$ cat src/rtl/core/fdt_pkg.sv
package fdt_pkg;

    localparam int FDT_INT_BITS      = 32;
    localparam int FDT_FRAC_BITS     = 32;
    localparam int FDT_MAX_PRECISION = 40;
    localparam int FDT_PORT_BITS     = 32;

    localparam logic [7:0] CH_ZERO  = 8'h30;
    localparam logic [7:0] CH_POINT = 8'h2E;
    localparam logic [7:0] CH_MINUS = 8'h2D;

    typedef enum logic [2:0] {
        ST_IDLE,
        ST_CONVERT,
        ST_SKIP,
        ST_SIGN,
        ST_INTD,
        ST_POINT,
        ST_FRAC
    } fdt_state_t;

    typedef struct packed {
        logic load;
        logic step;
        logic shift_digit;
    } fdt_bcd_ctrl_t;

    typedef struct packed {
        logic load;
        logic step;
    } fdt_frac_ctrl_t;

    function automatic int num_dec_digits(input int bits);
        return (bits * 30103) / 100000 + 1;
    endfunction

endpackage

$ cat src/rtl/core/fixed_to_decimal_text.sv
// The low min(INT_BITS,32) bits of the integer part are shifted bit by bit through the
//   double-dabble unit, then leading zero digits are skipped (at most 9 for 32-bit integers).
// Throughput: one character per cycle after that, held while out_stall is high; a new
//   item is accepted only once the last character has entered the output register.
// The double-dabble shift unit and the times-ten fraction unit produce the digits.
// Reset: rst_n asynchronous, active low, clears the sequencer and output valid.
module fixed_to_decimal_text
    import fdt_pkg::*;
#(
    parameter int INT_BITS      = FDT_INT_BITS,
    parameter int FRAC_BITS     = FDT_FRAC_BITS,
    parameter int MAX_PRECISION = FDT_MAX_PRECISION
)
(
    input  logic        clk,
    input  logic        rst_n,
    input  logic        in_valid,
    output logic        in_stall,
    input  logic        is_negative,
    input  logic [31:0] int_magnitude,
    input  logic [31:0] fraction,
    input  logic [5:0]  digits_after_point,
    output logic        out_valid,
    input  logic        out_stall,
    output logic [7:0]  character,
    output logic        last_char
);

    localparam int IW   = (INT_BITS < FDT_PORT_BITS) ? INT_BITS : FDT_PORT_BITS;
    localparam int NDIG = num_dec_digits(IW);
    localparam int CW   = $clog2(IW + 1);
    localparam int DW   = $clog2(NDIG + 1);
    localparam int PW   = $clog2(MAX_PRECISION + 1);

    fdt_state_t state_reg, state_next;
    logic [CW-1:0] conv_cnt_reg, conv_cnt_next;
    logic [DW-1:0] dcnt_reg, dcnt_next;
    logic [PW-1:0] fcnt_reg, fcnt_next;
    logic [PW-1:0] prec_reg, prec_next;
    logic          neg_reg, neg_next;
    logic          out_valid_reg, out_valid_next;
    logic [7:0]    char_reg, char_next;
    logic          last_reg, last_next;

    logic [63:0]          int_wide;
    logic [63:0]          frac_wide;
    logic [IW-1:0]        int_in;
    logic [FRAC_BITS-1:0] frac_in;
    logic [5:0]           prec_sat;
    logic                 accept;
    logic                 can_emit;
    logic                 emit;
    logic [3:0]           int_digit;
    logic [3:0]           frac_digit;
    fdt_bcd_ctrl_t        bcd_ctrl;
    fdt_frac_ctrl_t       frac_ctrl;

    assign int_wide  = {32'd0, int_magnitude};
    assign frac_wide = {32'd0, fraction};
    assign int_in    = int_wide[IW-1:0];
    assign frac_in   = frac_wide[FRAC_BITS-1:0];
    assign prec_sat  = (digits_after_point > 6'(MAX_PRECISION)) ? 6'(MAX_PRECISION)
                                                                : digits_after_point;

    assign in_stall  = (state_reg != ST_IDLE);
    assign accept    = in_valid && !in_stall;
    assign can_emit  = !out_valid_reg || !out_stall;

    fdt_bin2bcd #(
        .IW   (IW),
        .NDIG (NDIG)
    ) u_bcd (
        .clk        (clk),
        .ctrl       (bcd_ctrl),
        .load_value (int_in),
        .top_digit  (int_digit)
    );

    fdt_mul10 #(
        .FRAC_BITS (FRAC_BITS)
    ) u_mul10 (
        .clk        (clk),
        .ctrl       (frac_ctrl),
        .load_value (frac_in),
        .digit      (frac_digit)
    );

    always_comb
    begin
        state_next     = state_reg;
        conv_cnt_next  = conv_cnt_reg;
        dcnt_next      = dcnt_reg;
        fcnt_next      = fcnt_reg;
        prec_next      = prec_reg;
        neg_next       = neg_reg;
        emit           = 1'b0;
        char_next      = char_reg;
        last_next      = last_reg;
        bcd_ctrl       = '0;
        frac_ctrl      = '0;

        unique case (state_reg)
            ST_IDLE:
            begin
                if (accept)
                begin
                    bcd_ctrl.load  = 1'b1;
                    frac_ctrl.load = 1'b1;
                    neg_next       = is_negative && ((|int_in) || (|frac_in));
                    prec_next      = PW'(prec_sat);
                    conv_cnt_next  = CW'(IW);
                    state_next     = ST_CONVERT;
                end
            end
            ST_CONVERT:
            begin
                bcd_ctrl.step = 1'b1;
                conv_cnt_next = conv_cnt_reg - CW'(1);
                if (conv_cnt_reg == CW'(1))
                begin
                    dcnt_next  = DW'(NDIG);
                    state_next = ST_SKIP;
                end
            end
            ST_SKIP:
            begin
                if (int_digit == 4'd0 && dcnt_reg > DW'(1))
                begin
                    bcd_ctrl.shift_digit = 1'b1;
                    dcnt_next            = dcnt_reg - DW'(1);
                end
                else
                begin
                    state_next = neg_reg ? ST_SIGN : ST_INTD;
                end
            end
            ST_SIGN:
            begin
                if (can_emit)
                begin
                    emit       = 1'b1;
                    char_next  = CH_MINUS;
                    last_next  = 1'b0;
                    state_next = ST_INTD;
                end
            end
            ST_INTD:
            begin
                if (can_emit)
                begin
                    emit                 = 1'b1;
                    char_next            = CH_ZERO + {4'd0, int_digit};
                    bcd_ctrl.shift_digit = 1'b1;
                    dcnt_next            = dcnt_reg - DW'(1);
                    last_next            = (dcnt_reg == DW'(1)) && (prec_reg == '0);
                    if (dcnt_reg == DW'(1))
                    begin
                        state_next = (prec_reg == '0) ? ST_IDLE : ST_POINT;
                    end
                end
            end
            ST_POINT:
            begin
                if (can_emit)
                begin
                    emit       = 1'b1;
                    char_next  = CH_POINT;
                    last_next  = 1'b0;
                    fcnt_next  = prec_reg;
                    state_next = ST_FRAC;
                end
            end
            ST_FRAC:
            begin
                if (can_emit)
                begin
                    emit           = 1'b1;
                    char_next      = CH_ZERO + {4'd0, frac_digit};
                    frac_ctrl.step = 1'b1;
                    fcnt_next      = fcnt_reg - PW'(1);
                    last_next      = (fcnt_reg == PW'(1));
                    if (fcnt_reg == PW'(1))
                    begin
                        state_next = ST_IDLE;
                    end
                end
            end
            default:
            begin
                state_next = ST_IDLE;
            end
        endcase

        if (emit)
        begin
            out_valid_next = 1'b1;
        end
        else if (!out_stall)
        begin
            out_valid_next = 1'b0;
        end
        else
        begin
            out_valid_next = out_valid_reg;
        end
    end

    always_ff @(posedge clk or negedge rst_n)
    begin
        if (!rst_n)
        begin
            state_reg     <= ST_IDLE;
            out_valid_reg <= 1'b0;
            conv_cnt_reg  <= '0;
            dcnt_reg      <= '0;
            fcnt_reg      <= '0;
        end
        else
        begin
            state_reg     <= state_next;
            out_valid_reg <= out_valid_next;
            conv_cnt_reg  <= conv_cnt_next;
            dcnt_reg      <= dcnt_next;
            fcnt_reg      <= fcnt_next;
        end
    end

    always_ff @(posedge clk)
    begin
        prec_reg <= prec_next;
        neg_reg  <= neg_next;
        char_reg <= char_next;
        last_reg <= last_next;
    end

    assign out_valid = out_valid_reg;
    assign character = char_reg;
    assign last_char = last_reg;

    a_accept_starts_convert: assert property (@(posedge clk) disable iff (!rst_n)
        accept |=> state_reg == ST_CONVERT)
        else $error("transfer did not start conversion");

    a_last_returns_idle: assert property (@(posedge clk) disable iff (!rst_n)
        (emit && last_next) |=> (state_reg == ST_IDLE && out_valid && last_char))
        else $error("final character did not end the item");

    a_intd_count: assert property (@(posedge clk) disable iff (!rst_n)
        state_reg == ST_INTD |-> dcnt_reg != '0)
        else $error("integer digit count underflow");

    a_frac_count: assert property (@(posedge clk) disable iff (!rst_n)
        state_reg == ST_FRAC |-> fcnt_reg != '0)
        else $error("fraction digit count underflow");

endmodule

$ cat src/rtl/core/fdt_bin2bcd.sv
module fdt_bin2bcd
    import fdt_pkg::*;
#(
    parameter int IW   = FDT_PORT_BITS,
    parameter int NDIG = num_dec_digits(FDT_PORT_BITS)
)
(
    input  logic          clk,
    input  fdt_bcd_ctrl_t ctrl,
    input  logic [IW-1:0] load_value,
    output logic [3:0]    top_digit
);

    localparam int BW = NDIG * 4;

    logic [IW-1:0] bin_reg;
    logic [IW-1:0] bin_next;
    logic [BW-1:0] bcd_reg;
    logic [BW-1:0] bcd_next;
    logic [BW-1:0] adj;

    always_comb
    begin
        adj = bcd_reg;
        for (int i = 0; i < NDIG; i++)
        begin
            if (bcd_reg[4*i +: 4] >= 4'd5)
            begin
                adj[4*i +: 4] = bcd_reg[4*i +: 4] + 4'd3;
            end
        end
    end

    always_comb
    begin
        bin_next = bin_reg;
        bcd_next = bcd_reg;
        if (ctrl.load)
        begin
            bin_next = load_value;
            bcd_next = '0;
        end
        else if (ctrl.step)
        begin
            bcd_next = {adj[BW-2:0], bin_reg[IW-1]};
            bin_next = {bin_reg[IW-2:0], 1'b0};
        end
        else if (ctrl.shift_digit)
        begin
            bcd_next = {bcd_reg[BW-5:0], 4'd0};
        end
    end

    always_ff @(posedge clk)
    begin
        bin_reg <= bin_next;
        bcd_reg <= bcd_next;
    end

    assign top_digit = bcd_reg[BW-1 -: 4];

endmodule

$ cat src/rtl/core/fdt_mul10.sv
module fdt_mul10
    import fdt_pkg::*;
#(
    parameter int FRAC_BITS = FDT_FRAC_BITS
)
(
    input  logic                 clk,
    input  fdt_frac_ctrl_t       ctrl,
    input  logic [FRAC_BITS-1:0] load_value,
    output logic [3:0]           digit
);

    logic [FRAC_BITS-1:0] frac_reg;
    logic [FRAC_BITS-1:0] frac_next;
    logic [FRAC_BITS+3:0] prod;

    assign prod  = ({4'd0, frac_reg} << 3) + ({4'd0, frac_reg} << 1);
    assign digit = prod[FRAC_BITS+3:FRAC_BITS];

    always_comb
    begin
        frac_next = frac_reg;
        if (ctrl.load)
        begin
            frac_next = load_value;
        end
        else if (ctrl.step)
        begin
            frac_next = prod[FRAC_BITS-1:0];
        end
    end

    always_ff @(posedge clk)
    begin
        frac_reg <= frac_next;
    end

endmodule

$ cat config.mk
export PLATFORM = sky130hd
export DESIGN_NAME = fixed_to_decimal_text
export DESIGN_NICKNAME = d
export VERILOG_FILES = /design/src/rtl/core/fdt_pkg.sv /design/src/rtl/core/fixed_to_decimal_text.sv /design/src/rtl/core/fdt_bin2bcd.sv /design/src/rtl/core/fdt_mul10.sv
export SDC_FILE = /design/constraint.sdc
export NUM_CORES = 1
export LEC_CHECK = 0
export ABC_AREA = 0
export BUFFER_PORTS_ARGS = -buffer_cell sky130_fd_sc_hd__buf_2
export CORE_MARGIN = 5
export CORE_UTILIZATION = 30
export DETAILED_ROUTE_END_ITERATION = 10
export GPL_ROUTABILITY_DRIVEN = 0
export PLACE_DENSITY = 0.52
export SLEW_MARGIN = 20
export SYNTH_ARGS = -nofsm -noshare
export SYNTH_HDL_FRONTEND = slang
export SYNTH_HIERARCHICAL = 1
export SYNTH_SLANG_ARGS = --single-unit
$ cat constraint.sdc
create_clock -name clk -period 3.3 [get_ports clk]
set_clock_uncertainty 0.2 [all_clocks]
set_input_delay 0.165 -clock clk [delete_from_list [all_inputs] [get_ports clk]]
set_output_delay 0.165 -clock clk [all_outputs]
set_load 0.1 [all_outputs]
==> flow_metrics.tcl <==
set metrics [dict create \
    start_kind "register" \
    cp_num_buf_inv 0 \
    core_area_sq_um 29600 \
    drive_above_1_share_pct 13.9 \
    synthArstFlopShare_pct 14.6 \
    post-synth-top-area-cell "edfxtp_1" \
    synth_cell_type_count 78 \
    antenna_cells 0 \
    clock_path_buffers 2 \
    synth_seq_area_share_pct 40.1 \
    synth_ff_type "edfxtp_1" \
    leakage_nw 4.15 \
    setup_viol 0 \
    yosys-top-cells-count "nand2_1 (85), edfxtp_1 (77), a21oi_1 (71)" \
    fillers 3027 \
    post-dp-hpwl_um 16400 \
    gr-usage-all-layers_pct 14.0 \
    syn_to_final_growth_pct 23.7 \
    crit_type "reg2reg" \
    crit_path_max_incr_delay_ns 0.46 \
    avgSynthCellArea_sq_um 9.52 \
    fmax_ghz 0.317 \
    start_util_pct 30.4 \
    powerDensity_nw_per_um2 1010 \
    grt_pass1_wl_um 38600 \
    htreeDepth 4 \
    hp-start "in_valid" \
    grt_max_degree 79 \
    reg2regPathDepth 9 \
    yosysTopAreaCellShare_pct 25.7 \
    crit_slowest_cell "or4_1" \
    cpLargestDelayFamily "simple AND/OR/NAND/NOR gates" \
    drc_errors 0 \
    fp.dieW_um 183 \
    cts_tree "done" \
    antenna_found_initial 0 \
    min_path_cells 4 \
    pin_count 86 \
    ant_nets 0 \
    viasPerCell 5.18 \
    synthTopCellsByArea "edfxtp_1 (26%), dfxtp_1 (8.9%), ha_1 (7.8%)" \
    grt_pass1_vias 7604 \
    slew_headroom_pct 41.5 \
    ys_ff_latch 137 \
    numCtsBuffers 17 \
    layout.nets 1210 \
    required_ns 3.27 \
    endpoint_kind "register" \
    min_period_over_period_pct 95.7 \
    crit_arrival_ns 3.12 \
    rsz0062_at_grt "false" \
    crit_path_cell_trace "ha_1, fa_1, a211oi_2, nor3_2, nor2_2, o21bai_2, and3_1, or4_1, a32o_1" \
    drt-total-wl_um 23600 \
    grt_overflow 0 \
    finalCriticalPeriod_ns 3.16 \
    wl_per_cell_um 15.9 \
    status "complete, no violations" \
    row_count 63 \
    worst_slew_pin_slew_ns 0.875 \
    fin_setup_tns_ns 0 \
    startpoint "u_mul10/frac_reg[2]" \
    synth_area_sq_um 9010 \
    whs_endpoint "conv_cnt_reg[3]" \
    drt_iter0_markers 386 \
    cap_viol_max_count 0 \
    clkLatencyLatePin_ns 0.42 \
    rr_startpoint "u_mul10/frac_reg[2]" \
    syn-instance-count 946 \
    hp-class "in2reg" \
    dr.pass1.iters 5 \
    ir_drop_uv 391 \
    yosysWarningCount 6 \
    die_h_um 183 \
    vias 7675 \
    cts_setup_buffers 0 \
    synth_most_common_cell "nand2_1" \
    rr_endpoint "u_mul10/frac_reg[19]" \
    largest_reg_flops 40 \
    die_area_sq_um 33600 \
    utilization_pct 37.6 \
    port_buffers 82 \
    cts_sinks 137 \
    cts.clk_slew.worst_paths_ns 0.06 \
    clockRootBuffer "clkbuf_16" \
    synth_edf_count 77 \
    cp_max_fo 3 \
    drv_slew 0 \
    r2r_slack_ns 0.14 \
    final_hold_viol_count 0 \
]
==> per-layer routing <==
| layer | up-vias | wire length, um | track usage (%) |
|---|---|---|---|
| met5 | - | 0 | 0 |
| met4 | 0 | 246 | 4.08 |
| met3 | 18 | 739 | 2.34 |
| met2 | 142 | 11000 | 23.1 |
| met1 | 3672 | 11600 | 18.9 |
| li1 | 3843 | - | - |
==> through the flow <==
step | instance area [sq um] | hold WS, ns | instances | setup slack [ns] | power, mW
2_1_floorplan | 9010 | -0.331 | 947 | 0.332 | 7.81
3_3_place_gp | 9790 | -0.0405 | 1376 | 0.174 | 9.10
3_5_place_dp | 9790 | -0.0513 | 1376 | 0.186 | 9.11
4_1_cts | 11100 | 0.0207 | 1481 | 0.158 | 11.3
5_1_grt | 11100 | 0.0806 | 1481 | 0.00587 | 12.1
6_report | 11100 | 0.0338 | 1481 | 0.143 | 11.2
==> cell families after synthesis <==
group,Yosys count,synth area share [%]
compound gates,272,19.3
fa+ha+maj,57,8.00
mux,62,7.51
other cells,2,0.0834
buf+inv,95,5.00
simple gates,296,17.6
flops,137,40.1
xor+xnor,25,2.43
==> how the worst max path moves through the flow <==
stage                            to  slack [ns]  cells after the start
2_1_floorplan  u_mul10/frac_reg[19]        0.33                      9
3_3_place_gp   u_mul10/frac_reg[19]        0.17                      9
3_5_place_dp   u_mul10/frac_reg[19]        0.19                      9
4_1_cts        u_mul10/frac_reg[19]        0.16                      9
5_1_grt        u_mul10/frac_reg[19]       0.006                      9
6_report       u_mul10/frac_reg[19]        0.14                      9
==> worst register-to-register path: stages (launching register included) <==
cell and delay, ns:
edfxtp_1 0.40, ha_1 0.23, fa_1 0.45, a211oi_2 0.30, nor3_2 0.12, nor2_2 0.20
o21bai_2 0.12, and3_1 0.19, or4_1 0.46, a32o_1 0.26
==> power by group <==
part | leakage (nW) | internal (mW) | total, mW | switching [mW]
clock network | 0.294 | 1.28 | 2.03 | 0.748
logic | 2.57 | 2.27 | 5.80 | 3.53
registers | 1.29 | 2.84 | 3.39 | 0.551
==> placed cells by master, fill, tap and decap left out, drive strengths merged, types with 15 or more instances in the layout <==
master | netlist | final
buf | 36 | 95
nand2 | 85 | 85
o21ai | 82 | 82
edfxtp | 77 | 77
dlygate4sd3 | 0 | 73
a21oi | 72 | 72
ha | 56 | 56
nor2 | 56 | 56
mux2 | 45 | 45
dfxtp | 40 | 40
inv | 39 | 39
nor3b | 23 | 23
a211oi | 22 | 22
dfrtp | 20 | 20
nand4b | 20 | 20
nor3 | 20 | 20
clkbuf | 20 | 20
nor4 | 19 | 19
nand3 | 17 | 17
mux2i | 17 | 17
a21o | 16 | 16
nand2b | 15 | 15
xor2 | 15 | 15
==> layout make-up <==
cell class,count,area (sq um),area share (%)
multi-input combinational,715,4960,44.5
sequential,137,3610,32.4
tap,390,488,4.38
inverter,39,149,1.34
clock inverter,12,174,1.56
timing repair buffer,168,1310,11.8
clock buffer,20,447,4.01
==> what timing repair did <==
action,4_1_cts,5_1_grt
hold buffers,73,0
endpoints found under the setup margin,0,1
hold endpoints to repair,91,0
gates resized for setup,0,2
Power figures use the tool's default switching activity.
